`src/sv/tcrtc_pkg.sv`:
```
// Shared types, register indexes and constants of the text CRT timing controller.
package tcrtc_pkg;

  // Transaction codes carried on the input channel
  typedef enum logic [1:0] {
    OP_WRITE = 2'd0,
    OP_READ  = 2'd1,
    OP_TICK  = 2'd2
  } op_e;

  // I/O port offsets with a meaning of their own
  localparam logic [3:0] PORT_MODE   = 4'd8;
  localparam logic [3:0] PORT_STATUS = 4'd10;

  // CRTC register indexes
  localparam logic [4:0] R_H_DISP    = 5'd1;
  localparam logic [4:0] R_V_TOTAL   = 5'd4;
  localparam logic [4:0] R_V_ADJ     = 5'd5;
  localparam logic [4:0] R_V_DISP    = 5'd6;
  localparam logic [4:0] R_V_SYNC    = 5'd7;
  localparam logic [4:0] R_LACE_MODE = 5'd8;
  localparam logic [4:0] R_MAX_SCAN  = 5'd9;
  localparam logic [4:0] R_CUR_START = 5'd10;
  localparam logic [4:0] R_CUR_END   = 5'd11;
  localparam logic [4:0] R_START_HI  = 5'd12;
  localparam logic [4:0] R_START_LO  = 5'd13;

  localparam int unsigned NUM_REGS = 32;

  // Cursor shape fix-up: this start/end pair is replaced by the fixed pair
  localparam logic [7:0] CUR_FIX_START_IN  = 8'h06;
  localparam logic [7:0] CUR_FIX_END_IN    = 8'h07;
  localparam logic [7:0] CUR_FIX_START_OUT = 8'h0b;
  localparam logic [7:0] CUR_FIX_END_OUT   = 8'h0c;

  // Status byte: upper nibble always reads as ones
  localparam logic [3:0] STATUS_HI_ONES = 4'hf;
  localparam logic [7:0] READ_NONE      = 8'hff;

  // Mode control bit that lets attribute blink through
  localparam int unsigned MODE_BLINK_BIT = 5;

  // Lines of vertical sync after the sync row is reached
  localparam int unsigned VSYNC_LINES = 16;
  localparam logic [4:0]  VSYNC_LOAD  = 5'(VSYNC_LINES);

  // Timing state advanced by half-line ticks
  typedef struct packed {
    logic        hretrace;
    logic        vsync;
    logic        line_phase;
    logic [6:0]  row;
    logic [4:0]  scan;
    logic [15:0] addr;
    logic [15:0] row_start;
    logic        cursor_window;
    logic        cursor_phase;
    logic        disp_active;
    logic [4:0]  blink;
    logic [4:0]  vsync_left;
    logic [7:0]  vadj_left;
  } timing_t;

  // CRTC registers that the timing logic looks at
  typedef struct packed {
    logic [7:0] h_disp;
    logic [7:0] v_total;
    logic [7:0] v_adj;
    logic [7:0] v_disp;
    logic [7:0] v_sync;
    logic [7:0] lace_mode;
    logic [7:0] max_scan;
    logic [7:0] cur_start;
    logic [7:0] cur_end;
    logic [7:0] start_hi;
    logic [7:0] start_lo;
  } crtc_view_t;

endpackage

```
`src/sv/tcrtc_if.sv`:
```
// Valid/ready channel interfaces for the CRTC input and result beats.
interface tcrtc_in_if;
  logic       valid;
  logic       ready;
  logic [1:0] op;
  logic [3:0] port_offset;
  logic [7:0] write_data;

  modport source (output valid, output op, output port_offset, output write_data,
                  input ready);
  modport sink   (input valid, input op, input port_offset, input write_data,
                  output ready);
endinterface

interface tcrtc_out_if;
  logic        valid;
  logic        ready;
  logic [7:0]  read_data;
  logic [15:0] row_address;
  logic [4:0]  scanline;
  logic        display_enable;
  logic        cursor_enable;
  logic        attr_blink_on;
  logic        vsync;
  logic        hretrace;

  modport source (output valid, output read_data, output row_address, output scanline,
                  output display_enable, output cursor_enable, output attr_blink_on,
                  output vsync, output hretrace, input ready);
  modport sink   (input valid, input read_data, input row_address, input scanline,
                  input display_enable, input cursor_enable, input attr_blink_on,
                  input vsync, input hretrace, output ready);
endinterface

```
`src/sv/text_crtc_timing_controller.sv`:
```
// Text-mode CRT controller: register file, port decode and result register.
//
// Usage: one input channel carries beats of op, port_offset and write_data:
// a port write (index, register data or mode control), a port read (index,
// register data, status or an unused port) or a half-line tick. Ticks
// alternate between line start and line end and advance the raster timing.
// Every accepted beat gives exactly one result beat on the output channel:
// read_data for a read (zero otherwise) and the timing fields as they stood
// before the beat.
// Latency: the result is valid in the cycle after the input beat is taken.
// Throughput: one beat per cycle while the receiver keeps ready high; the whole update is one pass of logic
// between the input handshake and the result register.
// Reset: all registers, the index, mode control, status and the timing
// counters clear at once; the block takes beats in the first cycle after.
// Stall: while a result waits unread, no new beat is taken; the input is
// ready again in the cycle the waiting result is taken.
module text_crtc_timing_controller
  import tcrtc_pkg::*;
(
  input  logic        clk_i,
  input  logic        rst_ni,
  tcrtc_in_if.sink    in_i,
  tcrtc_out_if.source out_o
);

  logic [7:0] regs_q [NUM_REGS];
  logic [7:0] regs_d [NUM_REGS];
  logic [4:0] idx_q, idx_d;
  logic [7:0] mode_q, mode_d;
  timing_t    tim_q, tim_d, tim_tick;
  crtc_view_t view;

  logic       accept;
  logic       is_reg_port;
  logic       is_idx_port;
  logic [7:0] rd_data;
  op_e        op;

  logic        out_valid_q;
  logic [7:0]  rd_q;
  logic [15:0] row_addr_q;
  logic [4:0]  scan_q;
  logic        disp_q, cur_q, blink_q, vs_q, hr_q;

  // Take a beat when the result register is empty or being emptied
  assign in_i.ready  = ~out_valid_q | out_o.ready;
  assign accept      = in_i.valid & in_i.ready;
  assign op          = op_e'(in_i.op);
  assign is_reg_port = ~in_i.port_offset[3];
  assign is_idx_port = is_reg_port & ~in_i.port_offset[0];

  // Registers seen by the timing logic
  assign view = '{
    h_disp:    regs_q[R_H_DISP],
    v_total:   regs_q[R_V_TOTAL],
    v_adj:     regs_q[R_V_ADJ],
    v_disp:    regs_q[R_V_DISP],
    v_sync:    regs_q[R_V_SYNC],
    lace_mode: regs_q[R_LACE_MODE],
    max_scan:  regs_q[R_MAX_SCAN],
    cur_start: regs_q[R_CUR_START],
    cur_end:   regs_q[R_CUR_END],
    start_hi:  regs_q[R_START_HI],
    start_lo:  regs_q[R_START_LO]
  };

  tcrtc_line_timing u_line_timing (
    .cur_i  (tim_q),
    .regs_i (view),
    .nxt_o  (tim_tick)
  );

  // Decode the beat: register writes, reads and ticks
  always_comb begin
    regs_d  = regs_q;
    idx_d   = idx_q;
    mode_d  = mode_q;
    tim_d   = tim_q;
    rd_data = 8'h00;
    unique case (op)
      OP_WRITE: begin
        if (is_idx_port) begin
          idx_d = in_i.write_data[4:0];
        end else if (is_reg_port) begin
          regs_d[idx_q] = in_i.write_data;
          if ((regs_d[R_CUR_START] == CUR_FIX_START_IN) &&
              (regs_d[R_CUR_END] == CUR_FIX_END_IN)) begin
            regs_d[R_CUR_START] = CUR_FIX_START_OUT;
            regs_d[R_CUR_END]   = CUR_FIX_END_OUT;
          end
        end else if (in_i.port_offset == PORT_MODE) begin
          mode_d = in_i.write_data;
        end
      end
      OP_READ: begin
        if (is_idx_port) begin
          rd_data = {3'b000, idx_q};
        end else if (is_reg_port) begin
          rd_data = regs_q[idx_q];
        end else if (in_i.port_offset == PORT_STATUS) begin
          rd_data = {STATUS_HI_ONES, tim_q.vsync, 2'b00, tim_q.hretrace};
        end else begin
          rd_data = READ_NONE;
        end
      end
      OP_TICK: begin
        tim_d = tim_tick;
      end
      default: begin
      end
    endcase
  end

  // Update block state on each accepted beat
  always_ff @(posedge clk_i or negedge rst_ni) begin
    if (!rst_ni) begin
      for (int i = 0; i < NUM_REGS; i++) begin
        regs_q[i] <= 8'h00;
      end
      idx_q  <= '0;
      mode_q <= '0;
      tim_q  <= '0;
    end else if (accept) begin
      regs_q <= regs_d;
      idx_q  <= idx_d;
      mode_q <= mode_d;
      tim_q  <= tim_d;
    end
  end

  // Hold the result beat until it is taken
  always_ff @(posedge clk_i or negedge rst_ni) begin
    if (!rst_ni) begin
      out_valid_q <= 1'b0;
    end else if (in_i.ready) begin
      out_valid_q <= in_i.valid;
    end
  end

  always_ff @(posedge clk_i) begin
    if (accept) begin
      rd_q       <= rd_data;
      row_addr_q <= tim_q.addr;
      scan_q     <= tim_q.scan;
      disp_q     <= tim_q.disp_active;
      cur_q      <= tim_q.cursor_window & tim_q.cursor_phase;
      blink_q    <= tim_q.blink[4] & mode_q[MODE_BLINK_BIT];
      vs_q       <= tim_q.vsync;
      hr_q       <= tim_q.hretrace;
    end
  end

  assign out_o.valid          = out_valid_q;
  assign out_o.read_data      = rd_q;
  assign out_o.row_address    = row_addr_q;
  assign out_o.scanline       = scan_q;
  assign out_o.display_enable = disp_q;
  assign out_o.cursor_enable  = cur_q;
  assign out_o.attr_blink_on  = blink_q;
  assign out_o.vsync          = vs_q;
  assign out_o.hretrace       = hr_q;

endmodule

```
`src/sv/tcrtc_line_timing.sv`:
```
// Next-state logic of the raster timing for one half-line tick.
module tcrtc_line_timing
  import tcrtc_pkg::*;
(
  input  timing_t    cur_i,
  input  crtc_view_t regs_i,
  output timing_t    nxt_o
);

  // Scanline match, with the halved target also matching in interlace mode
  function automatic logic scan_hit(input logic [4:0] scan, input logic [7:0] target,
                                    input logic lace);
    logic [7:0] s;
    s = {3'b000, scan};
    return (s == target) || (lace && (s == (target >> 1)));
  endfunction

  logic        lace;
  logic [15:0] start_addr;
  logic [6:0]  row_inc;
  logic [6:0]  row_new;
  logic        wrap;
  timing_t     t;

  assign lace       = (regs_i.lace_mode[1:0] == 2'b11);
  assign start_addr = {2'b00, regs_i.start_hi[5:0], regs_i.start_lo};
  assign row_inc    = cur_i.row + 7'd1;
  assign wrap       = ({1'b0, cur_i.row} == regs_i.v_total);
  assign row_new    = wrap ? 7'd0 : row_inc;

  always_comb begin
    t = cur_i;
    if (!cur_i.line_phase) begin
      // Line start: enter retrace, step the address, raise vsync on the sync row
      t.hretrace   = 1'b1;
      t.line_phase = 1'b1;
      if (cur_i.disp_active) begin
        t.addr = cur_i.addr + {8'h00, regs_i.h_disp};
      end
      if (({1'b0, cur_i.row} == regs_i.v_sync) && (cur_i.scan == 5'd0)) begin
        t.vsync = 1'b1;
      end
    end else begin
      // Line end: leave retrace if the display is active, count down vsync, close the cursor window
      if (cur_i.disp_active) begin
        t.hretrace = 1'b0;
      end
      t.line_phase = 1'b0;
      if (cur_i.vsync_left != 5'd0) begin
        t.vsync_left = cur_i.vsync_left - 5'd1;
        if (cur_i.vsync_left == 5'd1) begin
          t.vsync = 1'b0;
        end
      end
      if (scan_hit(cur_i.scan, {3'b000, regs_i.cur_end[4:0]}, lace)) begin
        t.cursor_window = 1'b0;
      end

      // Advance scanline, row and vertical adjust
      if (cur_i.vadj_left != 8'd0) begin
        t.scan      = cur_i.scan + 5'd1;
        t.addr      = cur_i.row_start;
        t.vadj_left = cur_i.vadj_left - 8'd1;
        if (cur_i.vadj_left == 8'd1) begin
          t.disp_active = 1'b1;
          t.addr        = start_addr;
          t.row_start   = start_addr;
          t.scan        = 5'd0;
        end
      end else if (scan_hit(cur_i.scan, regs_i.max_scan, lace)) begin
        t.row_start = cur_i.addr;
        t.scan      = 5'd0;
        t.row       = row_new;
        if ({1'b0, row_inc} == regs_i.v_disp) begin
          t.disp_active = 1'b0;
        end
        if (wrap) begin
          t.vadj_left = regs_i.v_adj;
          if (regs_i.v_adj == 8'd0) begin
            t.disp_active = 1'b1;
            t.addr        = start_addr;
            t.row_start   = start_addr;
          end
          if (regs_i.cur_start[6:5] == 2'b01) begin
            t.cursor_phase = 1'b0;
          end else begin
            t.cursor_phase = cur_i.blink[4];
          end
        end
        if ({1'b0, row_new} == regs_i.v_sync) begin
          t.disp_active = 1'b0;
          t.vsync_left  = VSYNC_LOAD;
          t.blink       = cur_i.blink + 5'd1;
        end
      end else begin
        t.scan = cur_i.scan + 5'd1;
        t.addr = cur_i.row_start;
      end

      // Open the cursor window on the updated scanline
      if (scan_hit(t.scan, {3'b000, regs_i.cur_start[4:0]}, lace)) begin
        t.cursor_window = 1'b1;
      end
    end
  end

  assign nxt_o = t;

endmodule

```
`src/flat_wrapper.sv`:
```
// flat-port wrapper written by rule: the top's interface ports become plain ports
module text_crtc_timing_controller_flat import tcrtc_pkg::*;
  (clk_i, rst_ni, in_i_valid, in_i_op, in_i_port_offset, in_i_write_data, in_i_ready, out_o_valid, out_o_read_data, out_o_row_address, out_o_scanline, out_o_display_enable, out_o_cursor_enable, out_o_attr_blink_on, out_o_vsync, out_o_hretrace, out_o_ready);
  tcrtc_in_if in_i_i ();
  tcrtc_out_if out_o_i ();
  input  logic clk_i;
  input  logic rst_ni;
  input wire logic [$bits(in_i_i.valid)-1:0] in_i_valid;
  input wire logic [$bits(in_i_i.op)-1:0] in_i_op;
  input wire logic [$bits(in_i_i.port_offset)-1:0] in_i_port_offset;
  input wire logic [$bits(in_i_i.write_data)-1:0] in_i_write_data;
  output wire logic [$bits(in_i_i.ready)-1:0] in_i_ready;
  output wire logic [$bits(out_o_i.valid)-1:0] out_o_valid;
  output wire logic [$bits(out_o_i.read_data)-1:0] out_o_read_data;
  output wire logic [$bits(out_o_i.row_address)-1:0] out_o_row_address;
  output wire logic [$bits(out_o_i.scanline)-1:0] out_o_scanline;
  output wire logic [$bits(out_o_i.display_enable)-1:0] out_o_display_enable;
  output wire logic [$bits(out_o_i.cursor_enable)-1:0] out_o_cursor_enable;
  output wire logic [$bits(out_o_i.attr_blink_on)-1:0] out_o_attr_blink_on;
  output wire logic [$bits(out_o_i.vsync)-1:0] out_o_vsync;
  output wire logic [$bits(out_o_i.hretrace)-1:0] out_o_hretrace;
  input wire logic [$bits(out_o_i.ready)-1:0] out_o_ready;
  assign in_i_i.valid = in_i_valid;
  assign in_i_i.op = in_i_op;
  assign in_i_i.port_offset = in_i_port_offset;
  assign in_i_i.write_data = in_i_write_data;
  assign in_i_ready = in_i_i.ready;
  assign out_o_valid = out_o_i.valid;
  assign out_o_read_data = out_o_i.read_data;
  assign out_o_row_address = out_o_i.row_address;
  assign out_o_scanline = out_o_i.scanline;
  assign out_o_display_enable = out_o_i.display_enable;
  assign out_o_cursor_enable = out_o_i.cursor_enable;
  assign out_o_attr_blink_on = out_o_i.attr_blink_on;
  assign out_o_vsync = out_o_i.vsync;
  assign out_o_hretrace = out_o_i.hretrace;
  assign out_o_i.ready = out_o_ready;
  text_crtc_timing_controller u_core (.clk_i(clk_i), .rst_ni(rst_ni), .in_i(in_i_i), .out_o(out_o_i));
endmodule
```
`config.mk`:
```
export PLATFORM = sky130hd
export DESIGN_NAME = text_crtc_timing_controller_flat
export DESIGN_NICKNAME = d
export VERILOG_FILES = /design/src/sv/tcrtc_pkg.sv /design/src/sv/tcrtc_if.sv /design/src/sv/text_crtc_timing_controller.sv /design/src/sv/tcrtc_line_timing.sv /design/src/flat_wrapper.sv
export SDC_FILE = /design/constraint.sdc
export NUM_CORES = 1
export LEC_CHECK = 0
export BUFFER_PORTS_ARGS = -buffer_cell sky130_fd_sc_hd__buf_4
export CORE_UTILIZATION = 57
export DETAILED_ROUTE_END_ITERATION = 8
export HOLD_SLACK_MARGIN = 0.02
export MAX_ROUTING_LAYER = met4
export PLACE_DENSITY_LB_ADDON = 0.3
export REMOVE_ABC_BUFFERS = 1
export SLEW_MARGIN = 20
export SYNTH_ARGS = -nofsm -noshare
export SYNTH_HDL_FRONTEND = slang
export SYNTH_SLANG_ARGS = --single-unit
export TNS_END_PERCENT = 10
```
`constraint.sdc`:
```
create_clock -name clk_i -period 2.7 [get_ports clk_i]
set_input_delay 0.135 -clock clk_i [delete_from_list [all_inputs] [get_ports clk_i]]
set_output_delay 0.135 -clock clk_i [all_outputs]
set_load 0.05 [all_outputs]
```
==> impl_metrics.tcl <==
set metrics [dict create \
    status "complete, no violations" \
    reg2reg_from "u_core.out_o.valid" \
    synthesis.area_um2 18300 \
    skew_ps 14.76 \
    yosysMostFrequentCell "dfrtp_1" \
    max-vdd-ir-drop_mv 0.5662 \
    worstSkewPairLatency_ps 540 \
    p_sw_mw 5.099 \
    path_depth 8 \
    hpwl_um 33590 \
    synth_cell_type_count 84 \
    maxSlewHeadroom_pct 26.22 \
    routed_wl_um 49470 \
    grt_pass1_wl_um 78440 \
    clkTransAtPathRegs_ps 60 \
    hold_violations 0 \
    r2r_end "u_core.regs_q[151]" \
    pwr-share-clk_pct 35.8 \
    start_util_pct 57.99 \
    p_sw_share_pct 31.13 \
    finalNetCount 1671 \
    async_flop_share_pct 90.68 \
    gp_congestion 0.9674 \
    synth_area_per_cell_um2 11.94 \
    cts_buffers 41 \
    yosys_most_used_dff "dfrtp_1" \
    ant_nets 0 \
    synth_edf_count 34 \
    hold_class "in -> reg" \
    utilization_pct 67.24 \
    grt-ovfl-total 0 \
    antenna_cells 0 \
    hold-worst-slack_ps 48.33 \
    fill_cells 2302 \
    vias_per_cell 6.407 \
    tightest_slew_ps 1097 \
    die_area_um2 32820 \
    synth_top_area_share_pct 45.27 \
    finalCritPeriodShare_pct 95.92 \
    io_pins 54 \
    first_iter_violations 1225 \
    drv_slew 0 \
    numPortBuffers 53 \
    cp_common_cell "buf_4" \
    p_seq_share_pct 39.6 \
    grt_pass1_vias 13430 \
    path_delay_family "simple AND/OR/NAND/NOR gates" \
    cts_buffer_depth 3 \
    cts_max_level 2 \
    intPower_mw 11.28 \
    critical_path.max_fanout 8 \
    crit_buf_inv 2 \
    period_minus_slack_ps 2590 \
    avgRoutedWirePerCell_um 23.92 \
    power.density_nw_per_um2 771.9 \
    p_leak_nw 9.670 \
    worstPathRequired_ps 3120 \
    cp_cell_sequence "nand2b_1, nand2_1, nor4_1, buf_4, nand3b_1, buf_4, nor2_2, mux2_2" \
    yosysTopAreaCell "dfrtp_1" \
    ys_seq_area_share_pct 50.85 \
    dieHeight_um 181.2 \
    drive_above_1_share_pct 32.41 \
    vias 13250 \
    synth_common_cells "dfrtp_1, mux2_2, nand2_1, o21ai_0, mux4_2" \
    synth_area_leaders "dfrtp_1, mux2_2, mux4_2, edfxtp_1, nand2_1" \
    yosys_warnings 0 \
    drt_pass1_iterations 6 \
    core_area_um2 31560 \
    syn_to_final_growth_pct 15.97 \
    slowest_delay_ps 440 \
    antenna_found_initial 0 \
    pwr-share-comb_pct 24.7 \
    end_kind "register" \
    root_buffer "clkbuf_16" \
    synth_cells 1533 \
    grt_use_total_pct 32.27 \
    ys_ff_latch 365 \
    num_rows 65 \
    grt_max_degree 98 \
    r2r_setup_slack_ps 110 \
    setup_viol 0 \
    cts_tree "yes" \
    drc 0 \
    worstSetupStartpointType "register" \
    rsz0062_at_grt "true" \
    worstSetupPathType "reg -> reg" \
    crit_arrival_ps 3010 \
    critPathCapture "u_core.regs_q[151]" \
    slowest_stage "nor2_2" \
    die_w_um 181.2 \
    max_freq_ghz 0.3861 \
    critPathLaunch "u_core.out_o.valid" \
    drv_cap 0 \
    clkSinkCount 365 \
    rr_worst_depth 8 \
]
-- sequential cells by signal, summed over array words and instances (netlist names) --
| register | flops |
|---|---|
| u_core.out_o.hretrace | 1 |
| u_core.idx_q | 5 |
| u_core.mode_q | 1 |
| u_core.tim_q | 68 |
| u_core.out_o.valid | 1 |
| u_core.out_o.vsync | 1 |
| u_core.out_o.cursor_enable | 1 |
| u_core.out_o.read_data | 8 |
| u_core.out_o.scanline | 5 |
| u_core.out_o.display_enable | 1 |
| u_core.out_o.row_address | 16 |
| u_core.out_o.attr_blink_on | 1 |
| u_core.regs_q | 256 |
-- tightest hold or removal path, cell delays in order --
cell and delay, ps:
buf_4 110, nand4b_1 140, mux2_2 160
-- per-stage QoR --
| stage | worst slack, ps | TNS (ps) | power [mW] | instance area [µm²] | instances |
|---|---|---|---|---|---|
| floorplan | -1901 | -341020 | 8.918 | 17800 | 1427 |
| CTS | 6.876 | 0 | 16.42 | 21170 | 2067 |
| global route | -17.85 | -19.16 | 17.06 | 21220 | 2068 |
| finish | 110.2 | 0 | 16.38 | 21220 | 2068 |
| detailed placement | -61.59 | -61.59 | 10.54 | 19680 | 1989 |
| global placement | -7.572 | -7.572 | 10.47 | 19680 | 1989 |
-- worst min-delay path by stage --
stage	to	from	cells after the start
2_1_floorplan	u_core.idx_q[0]	rst_ni	0
3_3_place_gp	u_core.tim_q[0]	rst_ni	1
3_5_place_dp	u_core.tim_q[0]	rst_ni	1
4_1_cts	u_core.mode_q[5]	in_i_port_offset[1]	3
5_1_grt	u_core.mode_q[5]	in_i_port_offset[1]	3
6_report	u_core.mode_q[5]	in_i_port_offset[1]	3
-- placed cells by master (no fill, tap or decap), drive strengths merged, types with 5 or more instances in the layout --
master and instances:
nor4 17, o21ai 128, nand4 7, and3 6, a221oi 10, buf 161, clkbuf 61, nand3 35
inv 36, a31oi 17, mux2 196, ha 17, xor2 27, nand2 178, nand2b 8, a21o 5
a22o 7, nor2b 12, nor3 24, nor2 61, a222oi 6, o31ai 10, a22oi 24, mux4 65
xnor2 34, dfrtp 331, a21oi 41, mux2i 8, o22ai 5, clkinv 7, edfxtp 34, nor3b 7
and2 9
-- power groups by stage --
stage	Combinational [mW]	Clock [mW]	Sequential, mW
floorplan	2.03	0	6.89
global placement	3.93	0	6.54
detailed placement	3.98	0	6.56
CTS	4.01	5.94	6.47
global route	4.36	6.17	6.53
finish	4.04	5.86	6.48
-- kinds of logic after synthesis --
family                     synth area share (%)
AOI/OAI and AO/OA                         10.58
adders and majority gates                 1.272
xor gates and xnor gates                  2.961
DFF                                       50.85
buffers and inverters                     3.460
muxes                                     20.50
and+or+nand+nor                           10.38
-- layout make-up --
cell class / count / area [µm²] / area share [%]
multi-input combinational: 1027 / 8412 / 39.64
clock buffer: 61 / 1262 / 5.950
inverter: 35 / 131.4 / 0.6191
sequential: 365 / 9309 / 43.87
clock inverter: 13 / 182.7 / 0.8609
tap: 402 / 503.0 / 2.370
timing repair buffer: 165 / 1419 / 6.687
-- metal layers --
metal | vias to the layer above | part of all wire [%] | global-route usage (%)
met5 | - | 0 | -
met4 | 0 | 3.8 | 12.10
met3 | 109 | 6.4 | 3.951
met2 | 563 | 48 | 50.26
met1 | 6758 | 42 | 43.75
li1 | 5819 | - | -
-- what timing repair did --
item | CTS | global route
gates cloned | 0 | 0
pin swaps | 0 | 4
endpoints found under the setup margin | 3 | 38
gates resized for setup | 2 | 13
hold endpoints to repair | 89 | 0
setup buffers | 0 | 1
hold buffers | 4 | 0
(Power assumes the default switching activity.)
